===== src/hdl/u8pe_pkg.sv =====
// Package for the UTF-8 URL percent encoder: item kinds, sizes and the
// character helpers shared by the pipeline. No dependencies.
`default_nettype none

package u8pe_pkg;

	localparam int CpWidth   = 31;
	localparam int CharWidth = 7;
	localparam int MaxBytes  = 6;
	localparam int MaxChars  = 3 * MaxBytes;
	localparam int CntWidth  = $clog2(MaxChars + 1);

	localparam logic [CharWidth-1:0] CharPct = 7'h25;

	typedef logic [2:0]           nbytes_t;
	typedef logic [7:0]           byte_t;
	typedef logic [CharWidth-1:0] char_t;
	typedef logic [CntWidth-1:0]  cnt_t;

	// How a code point is rendered
	typedef enum logic [1:0] {
		KIND_NONE,  // zero code point, no characters
		KIND_PASS,  // letter or digit, one character as is
		KIND_PCT    // percent-encoded UTF-8 bytes
	} kind_t;

	function automatic char_t hex_char(input logic [3:0] nib);
		char_t c;
		if (nib < 4'd10) begin
			c = 7'h30 + {3'b000, nib};
		end else begin
			c = 7'h37 + {3'b000, nib};
		end
		return c;
	endfunction

	// Lead byte prefix for a multi-byte sequence
	function automatic byte_t lead_byte(input nbytes_t nb);
		byte_t b;
		unique case (nb)
			3'd2:    b = 8'hC0;
			3'd3:    b = 8'hE0;
			3'd4:    b = 8'hF0;
			3'd5:    b = 8'hF8;
			3'd6:    b = 8'hFC;
			default: b = 8'h00;
		endcase
		return b;
	endfunction

endpackage

`default_nettype wire


===== src/hdl/utf8_percent_encoder.sv =====
// UTF-8 URL percent encoder top level: three-stage pipeline plus output shifter.
// Depends on u8pe_pkg.
`default_nettype none

// Takes one 31-bit code point per item and emits its URL-encoded text, one
// ASCII character per output item, with last_char set on the final one.
// Letters and digits come out as themselves; any other non-zero code point
// becomes one to six UTF-8 bytes, each sent as '%' and two upper-case hex
// digits; code point zero produces nothing. An item passes three register
// stages (classify, byte split, character build) and then loads the output
// shifter, from which its first character is shown. The input takes a new
// code point every cycle as long as the output keeps up; the output shifter
// sends one character per cycle while out_ready is high, one for a letter or
// digit or three per UTF-8 byte (3 to 18), and that shifter sets the
// sustained rate. A zero code point uses one slot in each stage and never
// enters the shifter.
module utf8_percent_encoder (
	input  wire                            clk,
	input  wire                            arst_n,
	input  wire  [u8pe_pkg::CpWidth-1:0]   code_point,
	input  wire                            in_valid,
	output logic                           in_ready,
	output logic [u8pe_pkg::CharWidth-1:0] out_char,
	output logic                           last_char,
	output logic                           out_valid,
	input  wire                            out_ready
);

	// ---------------- stage 1: classify ----------------
	logic                         v_s1;
	logic [u8pe_pkg::CpWidth-1:0] cp_s1;
	u8pe_pkg::nbytes_t            nb_s1;
	u8pe_pkg::kind_t              kind_s1;

	logic                         adv1, adv2, adv3;
	logic                         is_alnum;
	u8pe_pkg::nbytes_t            nb_in;
	u8pe_pkg::kind_t              kind_in;

	always_comb begin
		is_alnum = (code_point >= 31'h61 && code_point <= 31'h7A) ||
		           (code_point >= 31'h41 && code_point <= 31'h5A) ||
		           (code_point >= 31'h30 && code_point <= 31'h39);
		if (code_point < 31'h80) begin
			nb_in = 3'd1;
		end else if (code_point < 31'h800) begin
			nb_in = 3'd2;
		end else if (code_point < 31'h10000) begin
			nb_in = 3'd3;
		end else if (code_point < 31'h200000) begin
			nb_in = 3'd4;
		end else if (code_point < 31'h4000000) begin
			nb_in = 3'd5;
		end else begin
			nb_in = 3'd6;
		end
		if (code_point == '0) begin
			kind_in = u8pe_pkg::KIND_NONE;
		end else if (is_alnum) begin
			kind_in = u8pe_pkg::KIND_PASS;
		end else begin
			kind_in = u8pe_pkg::KIND_PCT;
		end
	end

	assign in_ready = adv1;
	assign adv1     = !v_s1 || adv2;

	always_ff @(posedge clk or negedge arst_n) begin
		if (!arst_n) begin
			v_s1 <= 1'b0;
		end else if (adv1) begin
			v_s1 <= in_valid;
		end
	end

	always_ff @(posedge clk) begin
		if (adv1 && in_valid) begin
			cp_s1   <= code_point;
			nb_s1   <= nb_in;
			kind_s1 <= kind_in;
		end
	end

	// ---------------- stage 2: split into bytes ----------------
	logic                          v_s2;
	u8pe_pkg::byte_t               bytes_s2 [u8pe_pkg::MaxBytes];
	u8pe_pkg::nbytes_t             nb_s2;
	u8pe_pkg::kind_t               kind_s2;
	u8pe_pkg::char_t               ch_s2;

	logic [5:0]                    grp   [u8pe_pkg::MaxBytes];
	u8pe_pkg::byte_t               bytes [u8pe_pkg::MaxBytes];
	u8pe_pkg::nbytes_t             top_idx;

	always_comb begin
		// six-bit groups, least significant first; the top one has one bit
		for (int k = 0; k < u8pe_pkg::MaxBytes - 1; k++) begin
			grp[k] = cp_s1[6*k +: 6];
		end
		grp[u8pe_pkg::MaxBytes-1] = {5'b00000, cp_s1[30]};

		top_idx = nb_s1 - 3'd1;
		if (nb_s1 == 3'd1) begin
			bytes[0] = {1'b0, cp_s1[6:0]};
		end else begin
			bytes[0] = u8pe_pkg::lead_byte(nb_s1) | {2'b00, grp[top_idx]};
		end
		for (int i = 1; i < u8pe_pkg::MaxBytes; i++) begin
			if (3'(i) < nb_s1) begin
				bytes[i] = {2'b10, grp[top_idx - 3'(i)]};
			end else begin
				bytes[i] = 8'h80;
			end
		end
	end

	assign adv2 = !v_s2 || adv3;

	always_ff @(posedge clk or negedge arst_n) begin
		if (!arst_n) begin
			v_s2 <= 1'b0;
		end else if (adv2) begin
			v_s2 <= v_s1;
		end
	end

	always_ff @(posedge clk) begin
		if (adv2 && v_s1) begin
			bytes_s2 <= bytes;
			nb_s2    <= nb_s1;
			kind_s2  <= kind_s1;
			ch_s2    <= cp_s1[6:0];
		end
	end

	// ---------------- stage 3: build characters ----------------
	logic                          v_s3;
	u8pe_pkg::char_t               chars_s3 [u8pe_pkg::MaxChars];
	u8pe_pkg::cnt_t                cnt_s3;

	u8pe_pkg::char_t               chars [u8pe_pkg::MaxChars];
	u8pe_pkg::cnt_t                cnt;
	logic                          s3_take;
	logic                          shf_ready;

	always_comb begin
		for (int j = 0; j < u8pe_pkg::MaxBytes; j++) begin
			chars[3*j]     = u8pe_pkg::CharPct;
			chars[3*j + 1] = u8pe_pkg::hex_char(bytes_s2[j][7:4]);
			chars[3*j + 2] = u8pe_pkg::hex_char(bytes_s2[j][3:0]);
		end
		unique case (kind_s2)
			u8pe_pkg::KIND_NONE: begin
				cnt = '0;
			end
			u8pe_pkg::KIND_PASS: begin
				chars[0] = ch_s2;
				cnt      = u8pe_pkg::cnt_t'(1);
			end
			u8pe_pkg::KIND_PCT: begin
				cnt = u8pe_pkg::cnt_t'(nb_s2) * u8pe_pkg::cnt_t'(3);
			end
			default: begin
				cnt = '0;
			end
		endcase
	end

	// drop empty items without waiting on the shifter
	assign s3_take = v_s3 && (cnt_s3 == '0 || shf_ready);
	assign adv3    = !v_s3 || s3_take;

	always_ff @(posedge clk or negedge arst_n) begin
		if (!arst_n) begin
			v_s3 <= 1'b0;
		end else if (adv3) begin
			v_s3 <= v_s2;
		end
	end

	always_ff @(posedge clk) begin
		if (adv3 && v_s2) begin
			chars_s3 <= chars;
			cnt_s3   <= cnt;
		end
	end

	// ---------------- output shifter ----------------
	u8pe_pkg::char_t               buf_q [u8pe_pkg::MaxChars];
	u8pe_pkg::cnt_t                cnt_q;
	logic                          load;
	logic                          take;

	assign out_valid = cnt_q != '0;
	assign out_char  = buf_q[0];
	assign last_char = cnt_q == u8pe_pkg::cnt_t'(1);
	assign take      = out_valid && out_ready;
	assign shf_ready = cnt_q == '0 || (last_char && out_ready);
	assign load      = s3_take && cnt_s3 != '0;

	always_ff @(posedge clk or negedge arst_n) begin
		if (!arst_n) begin
			cnt_q <= '0;
		end else if (load) begin
			cnt_q <= cnt_s3;
		end else if (take) begin
			cnt_q <= cnt_q - u8pe_pkg::cnt_t'(1);
		end
	end

	always_ff @(posedge clk) begin
		if (load) begin
			buf_q <= chars_s3;
		end else if (take) begin
			// advance to the next character
			for (int i = 0; i < u8pe_pkg::MaxChars - 1; i++) begin
				buf_q[i] <= buf_q[i+1];
			end
		end
	end

`ifndef NO_ASSERTIONS
	a_cnt_range: assert property (@(posedge clk) disable iff (!arst_n)
		cnt_q <= u8pe_pkg::cnt_t'(u8pe_pkg::MaxChars))
		else $error("output count out of range");

	a_load_free: assert property (@(posedge clk) disable iff (!arst_n)
		load |-> (cnt_q == '0 || (cnt_q == u8pe_pkg::cnt_t'(1) && out_ready)))
		else $error("shifter loaded while characters remain");

	a_cnt_shape: assert property (@(posedge clk) disable iff (!arst_n)
		v_s3 |-> (cnt_s3 == 5'd0 || cnt_s3 == 5'd1 || cnt_s3 == 5'd6 ||
		          cnt_s3 == 5'd9 || cnt_s3 == 5'd12 || cnt_s3 == 5'd15 ||
		          cnt_s3 == 5'd18 || cnt_s3 == 5'd3))
		else $error("character count not a legal expansion");

	a_pct_first: assert property (@(posedge clk) disable iff (!arst_n)
		load && cnt_s3 != 5'd1 |=> out_char == u8pe_pkg::CharPct)
		else $error("encoded run does not start with percent");
`endif

endmodule

`default_nettype wire

===== config.mk =====
export PLATFORM = sky130hd
export DESIGN_NAME = utf8_percent_encoder
export DESIGN_NICKNAME = d
export VERILOG_FILES = /design/src/hdl/u8pe_pkg.sv /design/src/hdl/utf8_percent_encoder.sv
export SDC_FILE = /design/constraint.sdc
export NUM_CORES = 1
export LEC_CHECK = 0
export BUFFER_PORTS_ARGS = -buffer_cell sky130_fd_sc_hd__buf_2
export CELL_PAD_IN_SITES_DETAIL_PLACEMENT = 0
export CELL_PAD_IN_SITES_GLOBAL_PLACEMENT = 1
export CORE_MARGIN = 2
export CORE_UTILIZATION = 46
export DETAILED_ROUTE_END_ITERATION = 7
export GPL_ROUTABILITY_DRIVEN = 1
export PLACE_DENSITY_LB_ADDON = 0.1
export SYNTH_ARGS = -nofsm -noshare
export SYNTH_HDL_FRONTEND = slang
export SYNTH_SLANG_ARGS = --single-unit

===== constraint.sdc =====
create_clock -name clk -period 4.15 [get_ports clk]
set_input_delay 0.83 -clock clk [delete_from_list [all_inputs] [get_ports clk]]
set_output_delay 0.83 -clock clk [all_outputs]
set_load 0.01 [all_outputs]

## Yosys cells after proc, flatten, opt, wreduce, memory -nomap -nowiden

Cells that the tools add are included.

| operators by class | value |
|---|---|
| $add $sub $neg | 31 |
| multiply operators | 1 |
| divide/modulo/power cells | 0 |
| order comparisons | 34 |
| equal/unequal tests | 9 |
| shift-type cells | 0 |
| mux-type cells | 43 |
| bitwise operators | 7 |
| reduce and logical (&&, ||, !) cells | 27 |

Operators with widths:

| cell | number |
|---|---|
| $mux W119 | 2 |
| $add A6 B4 Y7 const A | 24 |
| $bmux W6 S3 | 6 |
| $mux W7 | 13 |
| $mux W6 | 12 |
| $ge A31 B7 Y1 const B | 2 |
| $le A31 B7 Y1 const B | 2 |
| $lt A4 B4 Y1 const B | 12 |
| $pmux W8 S5 | 1 |
| $ge A31 B6 Y1 const B | 1 |
| $le A31 B6 Y1 const B | 1 |
| $logic_not A31 Y1 | 1 |
| $lt A31 B12 Y1 const B | 1 |
| $lt A31 B17 Y1 const B | 1 |
| $lt A31 B22 Y1 const B | 1 |
| $lt A31 B27 Y1 const B | 1 |
| $lt A31 B8 Y1 const B | 1 |
| $ge A4 B4 Y1 const B | 6 |
| $not A3 Y4 | 6 |
| $logic_and A1 B1 Y1 | 10 |
| $logic_not A5 Y1 | 2 |
| $mux W2 | 5 |
| $mux W5 | 2 |
| $pmux W5 S2 | 1 |
| other kinds (21) | 38 |

| storage, ports and cells | value |
|---|---|
| register bits after elaboration | 326 |
| bits in latches | 0 |
| bits in writable memories | 0 |
| memory bits (read-only) | 0 |
| bits of input ports | 35 |
| output and inout port bits | 10 |
| memories | 0 |

## Logic depth before layout (Yosys ltp)

| depth | value |
|---|---|
| depth in word-level cells | 9 |
| mapped depth | 10 |
| mapped depth without buffers | 7 |

## Worst setup path before layout

OpenSTA, ideal clock, no wires.

| path | value |
|---|---|
| path kind | register to register |
| start | reg cnt_s3[0] |
| end | reg buf_q[100] in the netlist's numbering, enable pin |
| setup time | 1,062 ps |
| arrival time | 3,519 ps |
| data required time | 3,088 ps |
| setup slack | -431 ps |
| stages on the path, launching flop included | 6 |
| buffers on the path | 2 |
| path through | edfxtp_1 > or4_1 > o2111ai_2 > buf_4 > buf_4 > nand2_1 |

| on the way | value |
|---|---|
| cells in the longest elaborated chain, start to end | 5 |
| elaborated cells on any way between the ends | 6 |
| those cells by class | reduce/logical: 6 |

RTL lines:

| item | line | text |
|---|---|---|
| from (decl) | utf8_percent_encoder.sv:140 | `u8pe_pkg::cnt_t cnt_s3;` |
| from (signal assigned) | utf8_percent_encoder.sv:185 | `cnt_s3 <= cnt;` |
| $logic_not A5 Y1 | utf8_percent_encoder.sv:171 | `assign s3_take = v_s3 && (cnt_s3 == '0 \|\| shf_ready);` |
| $logic_or A1 B1 Y1 | utf8_percent_encoder.sv:171 |  |
| $logic_and A1 B1 Y1 | utf8_percent_encoder.sv:171 |  |
| $logic_and A1 B1 Y1 (*) | utf8_percent_encoder.sv:200 | `assign load = s3_take && cnt_s3 != '0;` |
| $reduce_bool A2 Y1 (no line) (*) | n/a |  |
| to (signal assigned) | utf8_percent_encoder.sv:214 | `buf_q <= chars_s3;` |
| to (signal, indexed assignment) | utf8_percent_encoder.sv:218 | `buf_q[i] <= buf_q[i+1];` |
| to (decl) | utf8_percent_encoder.sv:190 | `u8pe_pkg::char_t buf_q [u8pe_pkg::MaxChars];` |

Mark *: on every way between the ends. The rest lies on a longest branch, timed or not.
A chain may end at the register's enable or synchronous reset.

## Worst setup path in the final report

| path | value |
|---|---|
| start | reg cnt_s3[0] |
| end | out in_ready |

| on the way | value |
|---|---|
| cells in the longest elaborated chain, start to end | 6 |

RTL lines:

| item | line | text |
|---|---|---|
| $logic_not A5 Y1 | utf8_percent_encoder.sv:171 |  |
| $logic_or A1 B1 Y1 | utf8_percent_encoder.sv:171 |  |
| $logic_and A1 B1 Y1 | utf8_percent_encoder.sv:171 |  |
| $logic_or A1 B1 Y1 | utf8_percent_encoder.sv:172 | `assign adv3 = !v_s3 \|\| s3_take;` |
| $logic_or A1 B1 Y1 | utf8_percent_encoder.sv:118 | `assign adv2 = !v_s2 \|\| adv3;` |
| $logic_or A1 B1 Y1 | utf8_percent_encoder.sv:67 | `assign adv1 = !v_s1 \|\| adv2;` |
| to (decl) | utf8_percent_encoder.sv:22 | `output logic in_ready,` |

No other way between the ends.

==> metrics.md <==
| Metric | Value |
|---|---|
| I/O pins | `45` |
| Global-route wire length before repair | `42,080 microns` |
| Number of buffers created by CTS | `35` |
| TritonCTS clock tree | `built` |
| Overflow after GRT | `0` |
| Worst skew pair latency | `0.50 ns` |
| Buffers and inverters on the worst path | `2` |
| Synth top area share | `66.47%` |
| Via count | `roughly 7,700` |
| CP max stage cell | `or4_1` |
| Final net count | `1,182` |
| Final instance count without filler cells | `1,524` |
| Via-to-Cell Ratio | `between 5 and 6` |
| Layout cell share with drive strength beyond 1 | `13.16%` |
| EDFF count, synth | `298` |
| Met3 Resource Use GR | `3.155%` |
| CP startpoint kind | `flip-flop` |
| Status | `complete, no violations` |
| Vias in the first global route | `7,550` |
| Primary FF master, synth | `edfxtp_1` |
| Routed WL | `approximately 26,000 microns` |
| Most frequent cells in the layout | `edfxtp_1, nand2_1, a21oi_1` |
| Mean Syn Cell Area | `12.60 sq um` |
| Pin count of the biggest net entering global routing | `71` |
| Routability cong. | `roughly 0.9` |
| DRC | `0` |
| Worst path arrival time | `between 2 and 2.5 ns` |
| Area grow syn2layout | `13.01%` |
| Pwr dens | `693.0 nW/um^2` |
| Synth unique cells | `58` |
| Final core utilization | `52.86%` |
| Slew @ Worst Pin | `1.065 ns` |
| Async SR Flop Fraction | `2.614%` |
| Post_cts resized | `0` |
| Gr busiest metal | `met2` |
| Post-Place Cells | `1,464` |
| WL/cell | `approximately 17 microns` |
| Post-DP HPWL | `16,900 microns` |
| Num rows | `62` |
| Detail Route Antenna Nets | `0` |
| Synthesized instance count | `1,068` |
| Fin Setup TNS | `0 ns` |
| Sequential fraction of the synthesis area | `approximately two thirds` |
| Crit-path max FO | `4` |
| Critical Path Max Stage Delay | `0.61 ns` |
| Fin crit share | `75.16%` |
| # fillers | `2,437` |
| CP Class | `flip-flop to output pin` |
| Port Buffers | `44` |
| H-tree depth | `2` |
| Largest area contributor in the netlist | `edfxtp_1` |
| Crit path time final | `3.119 ns` |
| Max-slew violations | `0` |
| Max Cap Viol | `0` |
| Starting density of the core | `46.77%` |
| Hold-fix buffers, CTS | `0` |
| Placed Instance Area | `between 10,000 and 15,000 sq um` |
| Antenna Cells | `0` |
| Clk root buf | `clkbuf_16` |
| Finish-stage setup viols | `0` |
| Met2 Track Usage GR | `roughly 27%` |
| Pre-antenna DRT Iters | `5` |
| Fmax | `0.3206 GHz` |
| Most common cell after layout, fill and taps aside | `edfxtp_1` |
| Clock Pin Slew Worst Setup and Hold Paths | `roughly 0.060 ns` |
| Post-route cell area | `15,210 sq um` |
| Std-Cell Core Area | `between 20,000 and 30,000 sq um` |
| Delay-heaviest family, CP | `simple AND/OR/NAND/NOR gates` |
| Relative slew margins | `28.46%` |
| Synth area leaders | `edfxtp_1, nand2_1, ha_1` |
| Width of the chip | `175.1 microns` |
| Crit. End Element | `output pin` |
| VDD IR max | `0.0003291 V` |
| Leak | `5.804 nW` |
| Crit-path cells | `or4_1 > o221ai_1 > nor2_1 > inv_1 > buf_2` |
| Clk buf depth | `3` |
| Setup bufs post-CTS | `0` |
| RSZ-0062 raised after global routing | `false` |
| Overall routing resource usage | `17.58%` |
| DR iter-0 viols | `564` |
| Fin. Hold Viols | `0` |
| Clock skew | `between 0.006 and 0.007 ns` |
| Initial antenna violation count | `0` |
| Sink Count | `306` |
| Synth Register Bits | `306` |
| YS warnings | `0` |
| Die Height | `175.1 microns` |
| Total Power | `10.54 mW` |
| Worst min path class | `input pin to asynchronous set/reset pin` |
| Synthesized Nets | `roughly 1,100` |
| Die ar. | `around 31,000 sq um` |
| Required time worst endpoint | `3.32 ns` |
| Met1 Track Usage GR | `25.45%` |
| Post-Synthesis Cell Area | `approximately 13,000 sq um` |
-- Yosys cell counts (all sizes together), types with 7 or more instances --
| library cell | number |
|---|---|
| edfxtp | 298 |
| nand2 | 294 |
| a21oi | 52 |
| inv | 47 |
| nor2 | 40 |
| and2 | 38 |
| nand3 | 33 |
| buf | 29 |
| ha | 29 |
| nand2b | 24 |
| o21ai | 24 |
| clkbuf | 20 |
| mux4 | 15 |
| xnor2 | 12 |
| mux2i | 11 |
| a211oi | 8 |
| dfrtp | 8 |
| mux2 | 8 |
| o21a | 8 |
| nor3b | 7 |
-- worst paths after layout --
| check | to | cells past startpoint | from | slack (ns) |
|---|---|---|---|---|
| setup / recovery | in_ready | 5 | cnt_s3[0] | 1.03 |
| setup reg to reg | buf_q[19] | 5 | cnt_s3[0] | 1.24 |
| max in group asynchronous | cnt_q[0] | 1 | arst_n | 3.80 |
| hold / removal | v_s1 | 1 | arst_n | 0.17 |
| hold reg to reg | buf_q[2] | 0 | chars_s3[2] | 0.42 |
| min in group clk | buf_q[2] | 0 | chars_s3[2] | 0.42 |
-- stage by stage --
step           setup WS [ns]  hold WS [ns]
2_1_floorplan         0.4602        0.4003
4_1_cts                1.021        0.1598
3_5_place_dp           1.196        0.4045
6_report               1.031        0.1687
3_3_place_gp           1.215        0.4007
5_1_grt               0.9120        0.1681
-- metal layers --
| layer | share of wire, % | routed length, microns | up-vias |
|---|---|---|---|
| met5 | 0 | 0 | - |
| li1 | - | - | 3868 |
| met4 | 2.9 | 753 | 0 |
| met1 | 48 | 12340 | 3652 |
| met3 | 4.2 | 1094 | 53 |
| met2 | 45 | 11760 | 173 |
-- cells by family after synthesis --
kind of cell	count (synthesis)	synth area share, %
mux	34	3.997
compound gates	122	5.549
fa+ha+maj	30	2.844
xor+xnor	17	1.106
flops	306	67.96
buf+inv	96	3.216
simple gates	463	15.33
-- power by group --
| part | switching (mW) | internal [mW] | leakage [nW] | total (mW) |
|---|---|---|---|---|
| logic | 1.44 | 0.851 | 2.37 | 2.29 |
| clock network | 1.15 | 1.82 | 0.554 | 2.97 |
| registers | 0.433 | 4.85 | 2.88 | 5.28 |
-- sequential cells by signal, indices dropped and copies added, names as in the netlist --
register  cells
cp_s1        31
bytes_s2     38
cnt_s3        5
cnt_q         5
ch_s2         7
kind_s1       2
buf_q       119
chars_s3     81
nb_s1         3
kind_s2       2
v_s1          1
v_s3          1
out_char      7
nb_s2         3
v_s2          1
-- cell type report --
type / instances / area [sq um] / area share, %
timing repair buffer: 61 / 385.4 / 2.533
clock inverter: 16 / 150.1 / 0.9869
tap: 384 / 480.5 / 3.158
multi-input combinational: 666 / 3910 / 25.70
clock buffer: 44 / 962.2 / 6.325
sequential: 306 / 9149 / 60.14
inverter: 47 / 176.4 / 1.160
-- worst register-to-register path, stage by stage (launching register included) --
cell	delay (ns)
edfxtp_1	0.40
or4_1	0.61
o2111ai_4	0.33
buf_4	0.62
buf_4	0.58
nand2b_1	0.12
Note: power is estimated with default switching activity, not from simulation.
